$ cat config.mk
export PLATFORM = sky130hd
export DESIGN_NAME = rmq_div_cell
export DESIGN_NICKNAME = d
export VERILOG_FILES = /design/src/rtl/core/rotation_matrix_to_quaternion_assert.svh /design/src/rtl/core/rmq_pkg.sv /design/src/rtl/core/rmq_div_cell.sv
export SDC_FILE = /design/constraint.sdc
export NUM_CORES = 1
export LEC_CHECK = 0
export ABC_AREA = 1
export BUFFER_PORTS_ARGS = -buffer_cell sky130_fd_sc_hd__buf_2
export CORE_UTILIZATION = 44
export CTS_BUF_LIST = sky130_fd_sc_hd__clkbuf_8
export DETAILED_ROUTE_END_ITERATION = 7
export GPL_ROUTABILITY_DRIVEN = 0
export PLACE_DENSITY_LB_ADDON = 0.1
export SLEW_MARGIN = 25
export SYNTH_ARGS = -nofsm -noshare
export SYNTH_HDL_FRONTEND = slang
export SYNTH_SLANG_ARGS = --single-unit
$ cat constraint.sdc
create_clock -name clk -period 1.6 [get_ports clk]
set_input_delay 0.24 -clock clk [delete_from_list [all_inputs] [get_ports clk]]
set_output_delay 0.24 -clock clk [all_outputs]
set_load 0.01 [all_outputs]
$ cat src/rtl/core/rotation_matrix_to_quaternion_assert.svh
// assertion macros for the rotation matrix to quaternion block
// no dependencies; included by the top level
`ifndef ROTATION_MATRIX_TO_QUATERNION_ASSERT_SVH
`define ROTATION_MATRIX_TO_QUATERNION_ASSERT_SVH
`ifndef SYNTH
`define RMQ_ASSERT_NOW(lbl, clk, rst_n, a, b) \
    lbl: assert property (@(posedge clk) disable iff (!rst_n) (a) |-> (b)) \
        else $error("rmq assertion failed");
`define RMQ_ASSERT_NEXT(lbl, clk, rst_n, a, b) \
    lbl: assert property (@(posedge clk) disable iff (!rst_n) (a) |=> (b)) \
        else $error("rmq assertion failed");
`else
`define RMQ_ASSERT_NOW(lbl, clk, rst_n, a, b)
`define RMQ_ASSERT_NEXT(lbl, clk, rst_n, a, b)
`endif
`endif

$ cat src/rtl/core/rmq_pkg.sv
// widths, types and helpers for the rotation matrix to quaternion block
// no dependencies
`timescale 1ns / 1ps
package rmq_pkg;
    localparam int DW   = 16;
    localparam int FB   = 14;
    localparam int TW   = ((FB + 2 > DW + 2) ? FB + 2 : DW + 2) + 1;
    localparam int RADW = TW - 1 + FB;
    localparam int RADE = RADW + (RADW % 2);
    localparam int RW   = RADE / 2;
    localparam int NW   = DW + 2;
    localparam int MW   = DW + 1;
    localparam int SW   = RW + 1;
    localparam int DVW  = ((MW + FB > RW) ? MW + FB : RW) + 1;
    localparam int QW   = DVW;

    localparam logic signed [TW-1:0] ONE = TW'(1) << FB;
    localparam logic signed [QW:0] SAT_HI = (QW + 1)'((64'(1) << (DW - 1)) - 64'(1));
    localparam logic signed [QW:0] SAT_LO = -SAT_HI - (QW + 1)'(1);

    typedef enum logic [1:0] {
        SEL_TRACE = 2'd0,
        SEL_X     = 2'd1,
        SEL_Y     = 2'd2,
        SEL_Z     = 2'd3
    } sel_t;

    typedef struct packed {
        sel_t                   sel;
        logic                   degen;
        logic [RADE-1:0]        rad;
        logic signed [NW-1:0]   n0;
        logic signed [NW-1:0]   n1;
        logic signed [NW-1:0]   n2;
    } sq_side_t;

    typedef struct packed {
        sel_t            sel;
        logic            degen;
        logic [2:0]      neg;
        logic [RW-1:0]   mainc;
        logic [SW-1:0]   divisor;
    } dv_side_t;

    function automatic logic signed [DW-1:0] sat(input logic signed [QW:0] v);
        logic signed [QW:0] c;
        begin
            c = v;
            if (v > SAT_HI)
            begin
                c = SAT_HI;
            end
            else if (v < SAT_LO)
            begin
                c = SAT_LO;
            end
            return c[DW-1:0];
        end
    endfunction
endpackage

$ cat src/rtl/core/rmq_div_cell.sv
// one quotient bit of the restoring divider chain
// depends on rmq_pkg
`timescale 1ns / 1ps
module rmq_div_cell import rmq_pkg::*; (
    input  logic           clk,
    input  logic           en,
    input  logic [SW-1:0]  divisor,
    input  logic [SW:0]    rem_in,
    input  logic [DVW-1:0] dvd_in,
    input  logic [QW-1:0]  q_in,
    output logic [SW:0]    rem_out,
    output logic [DVW-1:0] dvd_out,
    output logic [QW-1:0]  q_out
);
    logic [SW:0] rem_sh, rem_reg;
    logic [DVW-1:0] dvd_reg;
    logic [QW-1:0] q_reg;
    logic take;

    always_comb
    begin
        rem_sh = {rem_in[SW-1:0], dvd_in[DVW-1]};
        take   = (rem_sh >= {1'b0, divisor});
    end

    always_ff @(posedge clk)
    begin
        if (en)
        begin
            rem_reg <= take ? (rem_sh - {1'b0, divisor}) : rem_sh;
            dvd_reg <= dvd_in << 1;
            q_reg   <= {q_in[QW-2:0], take};
        end
    end

    assign rem_out = rem_reg;
    assign dvd_out = dvd_reg;
    assign q_out   = q_reg;
endmodule
==> impl_metrics.py <==
metrics = {
    "outcome": {
        "outcome": "complete, but fails checks",
        "violations": "design-rule violations",
    },
    "global_route": {
        "first_global_vias": 3335,
        "grt_max_degree": 40,
        "gr-total-overflow": 0,
        "antenna_found_initial": 0,
        "grt_pass1_wl_mm": 15.6,
        "track_usage": 0.210,
    },
    "placement": {
        "portBuffers": 179,
        "dp_hpwl_mm": 7.79,
        "place_ws_ps": -407,
        "place_inst": 746,
    },
    "sta": {
        "drv_slew": 0,
        "min_period_ps": 1540,
        "fmax_mhz": 651,
        "finalWorstSetupSlack_ps": 64.5,
        "tns_ps": 0,
        "setup_violations": 0,
        "fin_crit_sh": 0.960,
        "finalHoldViolations": 0,
    },
    "clocking": {
        "clk_path_buf_depth": 2,
        "cts_tree": "built",
        "h-tree-depth": 3,
        "cts_root_buffer": "clkbuf_8",
        "numCtsBuffers": 9,
        "clkTransAtPathRegs_ps": 100,
        "cts.sinks": 81,
    },
    "worst_setup_path": {
        "path_max_fanout": 5,
        "worstPathRequired_ps": 1820,
        "cp-end-kind": "flip-flop",
        "setup.worst_path.start_class": "input pin",
        "cp.arrival_ps": 1760,
        "critical_path_class": "in2reg",
    },
    "min_path": {
        "min_delay_path_depth": 1,
        "hold_path_class": "in2reg",
        "hold_end": "dvd_out[8]$_DFFE_PP_",
        "hold_start": "dvd_in[7]",
    },
    "finish": {
        "final_layout_size_suffix_gt1_frac": 0.495,
        "multiInputGateArea_um2": 1570,
        "fin_cells": 763,
        "fillers": 756,
        "final_common_cell": "buf_2",
        "area.sequential_um2": 2430,
        "syn_to_final_growth_pct": 47.4,
        "final_nets": 769,
        "layout_common_cells": "178 x buf_2, 142 x nand2_1, 81 x edfxtp_1",
        "diodes": 0,
    },
    "synth": {
        "synth_mux_area_frac": 0,
        "synth_xor_area_frac": 0.0151,
        "avgSynthCellArea_um2": 9.92,
        "synthesis.area_um2": 4070,
        "synth_adder_area_share": 0.0572,
        "syn_inst": 410,
        "synth_top_area_cell": "edfxtp_1",
        "syn-num-nets": 529,
        "yosysWarnings": 0,
        "synth_top_family_by_area": "simple AND/OR/NAND/NOR gates",
        "ys_seq_elements": 81,
        "synthSimpleGateAreaFrac": 0.231,
        "synth_cell_type_count": 28,
        "synth_compound_area_frac": 0.0160,
        "ys_seq_area_frac": 0.598,
        "synthTopCellsByArea": "edfxtp_1 60%, nand2_1 14%, inv_1 6.5%",
        "synth.top_cell.area_share": 0.598,
    },
    "detailed_routing": {
        "drt_iter0_drc": 123,
        "vias": 3445,
        "wl_per_cell_um": 13.0,
        "vias_per_cell": 4.52,
        "ant_nets": 0,
        "route.detailed.drc": 18,
        "wl_mm": 9.90,
        "drt-pass1-iter-count": 7,
    },
    "pwr": {
        "p_leak_nw": 3.04,
        "power_density_nw_per_um2": 948,
        "vdd_drop_max_v": 0.000498,
    },
    "die": {
        "die_y_um": 98.2,
        "die_area_um2": 9640,
        "dieWidth_um": 98.2,
        "num_io_pins": 183,
        "start_util": 0.460,
        "row_count": 34,
        "core-area_um2": 8850,
    },
    "flow_run": {
        "maxCapViolCount": 0,
    },
}
[cell usage after synthesis]
cell type and count:
nand2_1 149, edfxtp_1 81, inv_1 71, nand2_2 24
ha_1 17, nand3_1 15, nor2_1 13, a21oi_1 8
xor2_1 6, inv_2 5, nand4_2 2, nor2_4 2
nor3_1 2, a21oi_2 1, a21oi_4 1, buf_12 1
buf_4 1, buf_6 1, clkinv_1 1, clkinv_2 1
conb_1 1, fa_1 1, nand3_2 1, nand4_1 1
nand4_4 1, nor2_2 1, or2_2 1, xnor2_1 1
[flip-flops by register name, indices dropped and copies added, names as in the netlist]
signal   count
dvd_out     31
rem_out     18
q_out       32
[final cells by class]
class,count,area share
tap,108,0.0225
inverter,78,0.0515
clock inverter,7,0.0175
clock buffer,9,0.0207
multi-input combinational,248,0.261
sequential,81,0.406
timing repair buffer,232,0.221
[timing repair]
item                                    in CTS  in global routing
buffers inserted                             0                  1
endpoints found under the setup margin       1                 14
hold buffers                                 0                  0
resized for setup                            1                 10
pin swaps                                    0                  3
gates cloned                                 0                  0
[metal layers]
| layer | up-vias | share of wire | track usage |
|---|---|---|---|
| li1 | 1774 | - | - |
| met3 | 14 | 0.067 | 0.0508 |
| met4 | 0 | 0.020 | 0.0804 |
| met1 | 1543 | 0.40 | 0.246 |
| met5 | - | 0 | 0 |
| met2 | 114 | 0.51 | 0.373 |
[through the flow]
stage	util	area (µm²)	hold slack, ps	total power [W]
3_3_place_gp	0.646	5710	417	0.00395
4_1_cts	0.672	5940	27.4	0.00574
5_1_grt	0.678	6000	23.4	0.00597
2_1_floorplan	-	4300	339	0.00336
3_5_place_dp	0.646	5710	418	0.00398
6_report	0.678	6000	47.8	0.00568
[how the worst max path moves through the flow]
stage	startpoint	to	slack (ps)	cells after the start
after floorplan	dvd_in[31]	rem_out[16]$_DFFE_PP_	-100	14
after global placement	dvd_in[31]	rem_out[16]$_DFFE_PP_	-360	15
after detailed placement	dvd_in[31]	rem_out[16]$_DFFE_PP_	-410	15
after CTS	dvd_in[31]	rem_out[3]$_DFFE_PP_	30	12
after global routing	dvd_in[31]	rem_out[16]$_DFFE_PP_	-20	15
final	dvd_in[31]	rem_out[9]$_DFFE_PP_	60	12
[critical path, cell delays in order]
cell and delay (ps):
buf_2 150, inv_12 60, ha_4 130, inv_4 30
fa_2 360, buf_4 160, nand4_4 70, nand3_2 100
nor2_4 180, buf_4 180, nand2_2 50, nand2_2 50
[report_power, final]
part           internal, W  switching, W
clock network     0.000907      0.000838
registers          0.00257     0.0000437
logic             0.000613      0.000715
total              0.00409       0.00160
[kinds of logic (layout without fill, tap and decap cells)]
group | Yosys count | count (layout)
other | 1 | 1
buffers and inverters | 81 | 326
and+or+nand+nor | 212 | 212
xor gates and xnor gates | 7 | 7
DFF | 81 | 81
adders and majority gates | 18 | 18
AOI/OAI and AO/OA | 10 | 10
Power figures use the tool's default switching activity.
