`config.mk`:
```
export PLATFORM = sky130hd
export DESIGN_NAME = rmq_sqrt_cell
export DESIGN_NICKNAME = d
export VERILOG_FILES = /design/src/rtl/core/rotation_matrix_to_quaternion_assert.svh /design/src/rtl/core/rmq_pkg.sv /design/src/rtl/core/rmq_sqrt_cell.sv
export SDC_FILE = /design/constraint.sdc
export NUM_CORES = 1
export LEC_CHECK = 0
export BUFFER_PORTS_ARGS = -buffer_cell sky130_fd_sc_hd__buf_2
export CAP_MARGIN = 10
export CORE_MARGIN = 10
export CORE_UTILIZATION = 48
export CTS_CLUSTER_SIZE = 28
export DETAILED_ROUTE_END_ITERATION = 8
export PLACE_DENSITY = 0.8
export SKIP_CTS_REPAIR_TIMING = 1
export SKIP_LAST_GASP = 1
export SYNTH_ARGS = -nofsm -noshare
export SYNTH_HDL_FRONTEND = slang
export SYNTH_SLANG_ARGS = --single-unit
```
`constraint.sdc`:
```
create_clock -name clk -period 2.5 [get_ports clk]
set_input_delay 0 -clock clk [delete_from_list [all_inputs] [get_ports clk]]
set_output_delay 0 -clock clk [all_outputs]
set_load 0.05 [all_outputs]
```
`src/rtl/core/rotation_matrix_to_quaternion_assert.svh`:
```
// assertion macros for the rotation matrix to quaternion block
// no dependencies; included by the top level
`ifndef ROTATION_MATRIX_TO_QUATERNION_ASSERT_SVH
`define ROTATION_MATRIX_TO_QUATERNION_ASSERT_SVH
`ifndef SYNTH
`define RMQ_ASSERT_NOW(lbl, clk, rst_n, a, b) \
    lbl: assert property (@(posedge clk) disable iff (!rst_n) (a) |-> (b)) \
        else $error("rmq assertion failed");
`define RMQ_ASSERT_NEXT(lbl, clk, rst_n, a, b) \
    lbl: assert property (@(posedge clk) disable iff (!rst_n) (a) |=> (b)) \
        else $error("rmq assertion failed");
`else
`define RMQ_ASSERT_NOW(lbl, clk, rst_n, a, b)
`define RMQ_ASSERT_NEXT(lbl, clk, rst_n, a, b)
`endif
`endif

```
`src/rtl/core/rmq_pkg.sv`:
```
// widths, types and helpers for the rotation matrix to quaternion block
// no dependencies
`timescale 1ns / 1ps
package rmq_pkg;
    localparam int DW   = 16;
    localparam int FB   = 14;
    localparam int TW   = ((FB + 2 > DW + 2) ? FB + 2 : DW + 2) + 1;
    localparam int RADW = TW - 1 + FB;
    localparam int RADE = RADW + (RADW % 2);
    localparam int RW   = RADE / 2;
    localparam int NW   = DW + 2;
    localparam int MW   = DW + 1;
    localparam int SW   = RW + 1;
    localparam int DVW  = ((MW + FB > RW) ? MW + FB : RW) + 1;
    localparam int QW   = DVW;

    localparam logic signed [TW-1:0] ONE = TW'(1) << FB;
    localparam logic signed [QW:0] SAT_HI = (QW + 1)'((64'(1) << (DW - 1)) - 64'(1));
    localparam logic signed [QW:0] SAT_LO = -SAT_HI - (QW + 1)'(1);

    typedef enum logic [1:0] {
        SEL_TRACE = 2'd0,
        SEL_X     = 2'd1,
        SEL_Y     = 2'd2,
        SEL_Z     = 2'd3
    } sel_t;

    typedef struct packed {
        sel_t                   sel;
        logic                   degen;
        logic [RADE-1:0]        rad;
        logic signed [NW-1:0]   n0;
        logic signed [NW-1:0]   n1;
        logic signed [NW-1:0]   n2;
    } sq_side_t;

    typedef struct packed {
        sel_t            sel;
        logic            degen;
        logic [2:0]      neg;
        logic [RW-1:0]   mainc;
        logic [SW-1:0]   divisor;
    } dv_side_t;

    function automatic logic signed [DW-1:0] sat(input logic signed [QW:0] v);
        logic signed [QW:0] c;
        begin
            c = v;
            if (v > SAT_HI)
            begin
                c = SAT_HI;
            end
            else if (v < SAT_LO)
            begin
                c = SAT_LO;
            end
            return c[DW-1:0];
        end
    endfunction
endpackage

```
`src/rtl/core/rmq_sqrt_cell.sv`:
```
// one root bit of the restoring square root chain
// depends on rmq_pkg
`timescale 1ns / 1ps
module rmq_sqrt_cell import rmq_pkg::*; (
    input  logic            clk,
    input  logic            en,
    input  logic [RW+1:0]   rem_in,
    input  logic [RW-1:0]   root_in,
    input  logic [RADE-1:0] rad_in,
    output logic [RW+1:0]   rem_out,
    output logic [RW-1:0]   root_out,
    output logic [RADE-1:0] rad_out
);
    logic [RW+3:0] rem_sh, trial;
    logic [RW+1:0] rem_next, rem_reg;
    logic [RW-1:0] root_next, root_reg;
    logic [RADE-1:0] rad_reg;
    logic take;

    always_comb
    begin
        rem_sh = {rem_in, rad_in[RADE-1 -: 2]};
        trial  = {2'b00, root_in, 2'b01};
        take   = (rem_sh >= trial);
        rem_next  = take ? (RW + 2)'(rem_sh - trial) : rem_sh[RW+1:0];
        root_next = {root_in[RW-2:0], take};
    end

    always_ff @(posedge clk)
    begin
        if (en)
        begin
            rem_reg  <= rem_next;
            root_reg <= root_next;
            rad_reg  <= rad_in << 2;
        end
    end

    assign rem_out  = rem_reg;
    assign root_out = root_reg;
    assign rad_out  = rad_reg;
endmodule

```
==> key figures, run 1 <==
Drt
  – Vias per cell: 5.51
  – WL per Instance: 21.8 um
  – DRT Pass-1 Iters: 5
  – # DRC: 0
  – Final WL: 11.1 mm
  – Detail Route Antenna Nets: 0
  – DR vias: 2819
  – 1st-iter DRT viols: 360

Timing
  – Achievable frequency: 409 MHz
  – Final Hold Violating Endpoints: 2
  – Setup WS post-layout: 0.0528 ns
  – Tcrit/Tclk final: 97.9%
  – WHS: -0.00959 ns
  – Max Slew Vio Count: 0
  – Slew at the pin with the worst max-slew slack: 0.708 ns
  – Final setup vio count: 0
  – Relative slew slack: 52.8%
  – Setup TNS: 0 ns
  – Final Critical Period: 2.45 ns

Synth
  – Netlist cell types: 43
  – Seq cells post-synth: 64
  – Mapped Area: 3140 um^2
  – Yosys top cell area share: 61.2%
  – Cells after Synth: 230
  – Sequential element share of the synthesized area: 61.2%
  – Mapped Avg Cell Area: 13.6 um^2
  – Most area-hungry cell type in the Yosys netlist: edfxtp_1
  – EDFF count, synth: 64
  – Synth Flop Type: edfxtp_1
  – Synth area leaders: edfxtp_1 (61%), ha_1 (7.2%), mux2_2 (4.7%)
  – Async S/R FF share, synth: 0%
  – Synth Warn #: 0

GRT
  – Initial antenna violation count: 0
  – First-pass GRT wire length: 12.5 mm
  – Remaining global-route overflow: 0
  – Largest net degree at the start of global routing: 37
  – Total global-route track usage: 15.7%
  – Vias in the first global route: 2410

CTS
  – CTS tree: done
  – Maximum clock insertion buffer count: 2
  – Clock-pin slew on the worst setup and hold paths: 0.07 ns
  – Clock buffer count from CTS: 9
  – Htree depth: 3
  – Clock root buffer: clkbuf_8
  – CTS Sinks: 64

Finish
  – Layout Nets: 516
  – Area Growth Syn to Fin: 48.9%
  – Fin cells: 512
  – Footprint of the multi-input gates: 1100 um^2
  – Diode count: 0
  – Share of layout cells above drive strength 1: 39.1%
  – Storage cell area: 1920 um^2
  – # fillers: 388

Pwr
  – Switching power: 1.17 mW
  – Leakage: 2.06 nW
  – Internal: 2.10 mW
  – Sw Ratio: 35.7%
  – Tot Pwr: 3.26 mW
  – Pwr Density: 698 nW/um^2
  – Clock share of power: 27.2%
  – Max IR drop VDD: 0.520 mV
  – Sequential power share: 41.3%
  – Combinational Power Share: 31.5%

Critical path
  – CP endpoint kind: flop
  – Crit-path max FO: 11
  – Req. time, crit path: 2.59 ns
  – Critical path type: primary input to flop
  – Critical path startpoint category: primary input
  – CP arrival: 2.54 ns

Hold path
  – Worst Hold Path EP: rem_out[6]
  – Hold Crit Class: primary input to flop
  – Hold path start: rem_in[4]
  – Cells on Worst Hold Path: 2

Floorplan
  – Cell Rows: 29
  – Die Area: 10200 um^2
  – Initial core utilization: 49.4%
  – Die Y: 101 um
  – IO Count: 134
  – Die width: 101 um
  – Core footprint: 6350 um^2

Placed design
  – Placed Cells: 438
  – Final Wtd Congestion: 0.804
  – Detailed placement HPWL: 6.47 mm
  – I/O Buffers: 131
  – Pre-CTS setup slack: 0.293 ns

Status
  – Outcome: finished with violations
  – Violated checks: hold timing

Flow run
  – Max_cap viols: 0
==> registers in the layout, indices dropped and copies added (netlist names) <==
register and cells:
root_out 16, rad_out 30, rem_out 18
==> synthesized netlist by cell type (all sizes together) (2+ instances only) <==
master / instances
edfxtp: 64
inv: 20
ha: 18
a21oi: 15
mux2: 15
nand2: 12
nor2: 11
xnor2: 10
nor3: 6
o21a: 6
o21ai: 6
buf: 5
nand3: 5
xor2: 4
a211oi: 3
a31oi: 3
mux2i: 3
nand2b: 3
a21o: 2
nand4: 2
nor2b: 2
o211ai: 2
==> metrics by stage <==
| step | instance area, um^2 | util, % |
|---|---|---|
| after global placement | 3900 | 61.5 |
| after detailed placement | 3900 | 61.5 |
| after global routing | 4670 | 73.6 |
| after floorplan | 3140 | - |
| final | 4670 | 73.6 |
| after CTS | 4090 | 64.4 |
==> area by class of cell <==
| type | instances | area share, % |
|---|---|---|
| flip-flops and latches | 64 | 41.1 |
| repair buffers | 194 | 27.5 |
| multi-input cells | 141 | 23.6 |
| clock buffers | 10 | 2.73 |
| well taps | 77 | 2.06 |
| inverters | 20 | 1.61 |
| clock inverters | 6 | 1.29 |
==> power by group through the flow <==
stage	Clock [mW]	Combinational, mW	Sequential [mW]
finish	0.887	1.03	1.35
global route	0.934	1.08	1.35
CTS	0.867	0.923	1.34
detailed placement	0	0.919	1.36
global placement	0	0.904	1.36
floorplan	0	0.283	1.75
==> worst max-delay path by stage <==
stage | start | end | slack, ns | cells past startpoint
global placement | rem_in[6] | rem_out[17] | 0.40 | 8
global route | root_in[3] | rem_out[9] | -0.06 | 12
finish | rem_in[3] | rem_out[9] | 0.05 | 11
floorplan | root_in[7] | rem_out[10] | 0.53 | 11
CTS | root_in[6] | rem_out[17] | 0.67 | 9
detailed placement | root_in[6] | rem_out[17] | 0.29 | 9
==> routing by layer <==
| layer | vias to the layer above | share of wire, % | track usage, % |
|---|---|---|---|
| met2 | 201 | 50 | 26.4 |
| met3 | 21 | 14 | 7.00 |
| met5 | - | 0 | 0 |
| li1 | 1258 | - | - |
| met1 | 1339 | 35 | 17.4 |
| met4 | 0 | 1.7 | 4.89 |
==> cells by family (layout without fill, tap and decap cells) <==
family,count (synthesis),after routing,share of synthesized area (%)
and+or+nand+nor,46,46,7.14
muxes,18,18,6.34
DFF,64,64,61.2
xor gates and xnor gates,14,14,3.91
adders and majority gates,18,18,7.18
other,1,2,0.120
AOI/OAI and AO/OA,43,43,10.4
buffers and inverters,26,230,3.67
==> critical path, stage by stage <==
cell	delay (ns)
dlygate4sd3_1	0.56
buf_2	0.14
ha_1	0.37
o211ai_1	0.13
a21oi_1	0.20
nor2b_2	0.09
o21ai_2	0.22
o21ai_2	0.11
o211ai_4	0.09
buf_4	0.24
mux2_2	0.38
==> cell usage in the layout, fill, tap and decap left out, drive strengths merged <==
cell type / count
a2111oi: 1
nand2: 12
xnor2: 10
nand3b: 1
conb: 2
or4: 1
a21o: 2
clkbuf: 10
nand2b: 3
nor4: 1
nor2b: 2
nand3: 5
a211o: 1
buf: 136
nor4b: 1
o21a: 6
a31oi: 3
o211ai: 2
mux2i: 3
xor2: 4
mux2: 15
clkinvlp: 2
nor2: 11
edfxtp: 64
nor3: 6
nand4: 2
o31a: 1
and3: 1
dlygate4sd3: 58
a221oi: 1
a41oi: 1
clkinv: 3
a211oi: 3
ha: 18
o21ai: 6
o2111ai: 1
a21oi: 15
bufinv: 1
inv: 20
Note: power is estimated with default switching activity, not from simulation.
==> run 2: changes to the inputs <==
--- a/config.mk
+++ b/config.mk
@@ -8,10 +8,10 @@
 export BUFFER_PORTS_ARGS = -buffer_cell sky130_fd_sc_hd__buf_2
 export CAP_MARGIN = 10
 export CORE_MARGIN = 10
-export CORE_UTILIZATION = 48
+export CORE_UTILIZATION = 43
 export CTS_CLUSTER_SIZE = 28
 export DETAILED_ROUTE_END_ITERATION = 8
-export PLACE_DENSITY = 0.8
+export PLACE_DENSITY = 0.76
 export SKIP_CTS_REPAIR_TIMING = 1
 export SKIP_LAST_GASP = 1
 export SYNTH_ARGS = -nofsm -noshare
==> constraint.sdc (replaced) <==
create_clock -name clk -period 2.1 [get_ports clk]
set_input_delay 0 -clock clk [delete_from_list [all_inputs] [get_ports clk]]
set_output_delay 0 -clock clk [all_outputs]
set_load 0.05 [all_outputs]
==> run 2 against run 1 <==
The run now ends clean. Combinational power increased by 20%. Power increased by 26%. Routed wire length decreased by 14%. Highest routed layer unchanged.
==> key figures, run 2 (synthesized netlist as in run 1, its figures left out) <==
Finish
  – Fin cells: 559 (+9.2%)
  – Layout Nets: 540 (+4.7%)
  – Area Growth Syn to Fin: 57.5%
  – Max reg flops: 30 (unchanged)
  – Final core occ: 68.9% (-4.7 points)
  – Share of layout cells above drive strength 1: 41.8% (+2.7 points)
  – # fillers: 507 (+31%)
  – Most frequent cells in the layout: buf_2 (131), edfxtp_1 (64), dlygate4sd3_1 (60)
  – Most common cell after layout, fill and taps aside: buf_2
  – Non-Filler Cell Area, Final: 4940 um^2 (+5.8%)

GRT
  – Largest net degree at the start of global routing: 29 (-22%)
  – Initial antenna violation count: 1 (+1)
  – Vias in the first global route: 2494 (+3.5%)
  – Remaining global-route overflow: 0 (unchanged)
  – Total global-route track usage: 14.8% (-0.91 points)
  – First-pass GRT wire length: 12.9 mm (+3.4%)

Drt
  – 1st-iter DRT viols: 69 (-81%)
  – # DRC: 0 (unchanged)
  – WL per Instance: 17.0 um (-22%)
  – Final WL: 9.53 mm (-14%)
  – DRT Pass-1 Iters: 6 (+1)
  – Vias per cell: 4.78 (-13%)
  – DR vias: 2671 (-5.3%)
  – Detail Route Antenna Nets: 0 (unchanged)

Floorplan
  – Initial core utilization: 43.7% (-5.7 points)
  – Core footprint: 7180 um^2 (+13%)
  – IO Count: 134 (unchanged)
  – Cell Rows: 31 (+6.9%)
  – Die Y: 105 um (+4.5%)
  – Die width: 105 um (+4.5%)
  – Die Area: 11100 um^2 (+9.3%)

Placed design
  – Final Wtd Congestion: 0.818 (+1.8%)
  – Placed Cells: 482 (+10%)
  – Placed cell areas: 4100 um^2 (+4.9%)
  – I/O Buffers: 131 (unchanged)
  – Pre-CTS setup slack: -0.107 ns (-0.399 ns)
  – Detailed placement HPWL: 6.73 mm (+3.9%)

Critical path
  – Req. time, crit path: 2.19 ns (-0.40 ns)
  – CP endpoint kind: flop
  – Worst-path cell chain: buf_2 -> inv_1 -> ha_1 -> nand2_1 -> o21ai_1 -> a31oi_1 -> o211ai_4 -> mux2_2
  – Slowest-stage cell, CP: o211ai_4
  – Critical path type: primary input to flop
  – CP arrival: 1.89 ns (-0.65 ns)
  – Critical path startpoint category: primary input
  – Crit-path max FO: 18 (+7)
  – Largest stage delay, worst path: 0.58 ns (+0.02 ns)

Timing
  – Final setup vio count: 0 (unchanged)
  – Achievable frequency: 557 MHz
  – RSZ-0062 raised after global routing: false
  – Max Slew Vio Count: 0 (unchanged)
  – Setup WS post-layout: 0.304 ns (+0.251 ns)
  – Slew at the pin with the worst max-slew slack: 0.671 ns (-0.0371 ns)
  – Final Critical Period: 1.80 ns
  – Setup TNS: 0 ns (unchanged)
  – WHS: 0.0319 ns (+0.0414 ns)
  – Final Hold Violating Endpoints: 0 (-2)
  – Relative slew slack: 55.1% (+2.3 points)
  – Tcrit/Tclk final: 85.5%

CTS
  – CTS tree: done
  – Htree depth: 3 (unchanged)
  – Maximum clock insertion buffer count: 2 (unchanged)
  – Clock root buffer: clkbuf_8
  – Clock-pin slew on the worst setup and hold paths: 0.07 ns (about the same)
  – CTS Sinks: 64 (unchanged)
  – Clock buffer count from CTS: 9 (unchanged)

Pwr
  – Pwr Density: 833 nW/um^2 (+19%)
  – Tot Pwr: 4.12 mW (+26%)
  – Leakage: 2.20 nW (+6.9%)
  – Max IR drop VDD: 0.450 mV (-13%)

Hold path
  – Hold Crit Class: primary input to flop

Flow run
  – Max_cap viols: 0 (unchanged)

Status
  – Outcome: finished, final reports clean
run 2: final timing paths:
kind	from	cells after the start	to	slack [ns]
worst max-delay path	root_in[9]	8	rem_out[7]	0.30
worst min-delay path	rem_in[13]	3	rem_out[15]	0.03
run 2: final cells by class:
cell class | instances | area, um^2 | area share (%)
clock inverter | 7 | 119 | 2.41
clock buffer | 9 | 124 | 2.51
sequential | 64 | 1920 | 38.9
tap | 99 | 124 | 2.51
timing repair buffer | 218 | 1470 | 29.8
antenna | 1 | 2.50 | 0.0506
multi-input combinational | 141 | 1100 | 22.4
inverter | 20 | 75.1 | 1.52
run 2: power breakdown:
group | switching, mW | internal (mW)
Clock | 0.494 | 0.790
Combinational | 0.804 | 0.432
Sequential | 0.0312 | 1.56
run 2: critical path, delay by kind of cell:
| family | cells | cell delay [ns] |
|---|---|---|
| buffers and inverters | 2 | 0.13 |
| multiplexers | 1 | 0.41 |
| adder cells (fa/ha/maj) | 1 | 0.31 |
| AND/OR/NAND/NOR | 1 | 0.09 |
| AO/OA/AOI/OAI | 3 | 0.95 |
run 2: metal layers:
layer	GRT usage (%)	share of wire [%]
met5	0	0
met4	4.71	1.7
met3	7.73	11
met2	24.6	49
met1	16.0	39
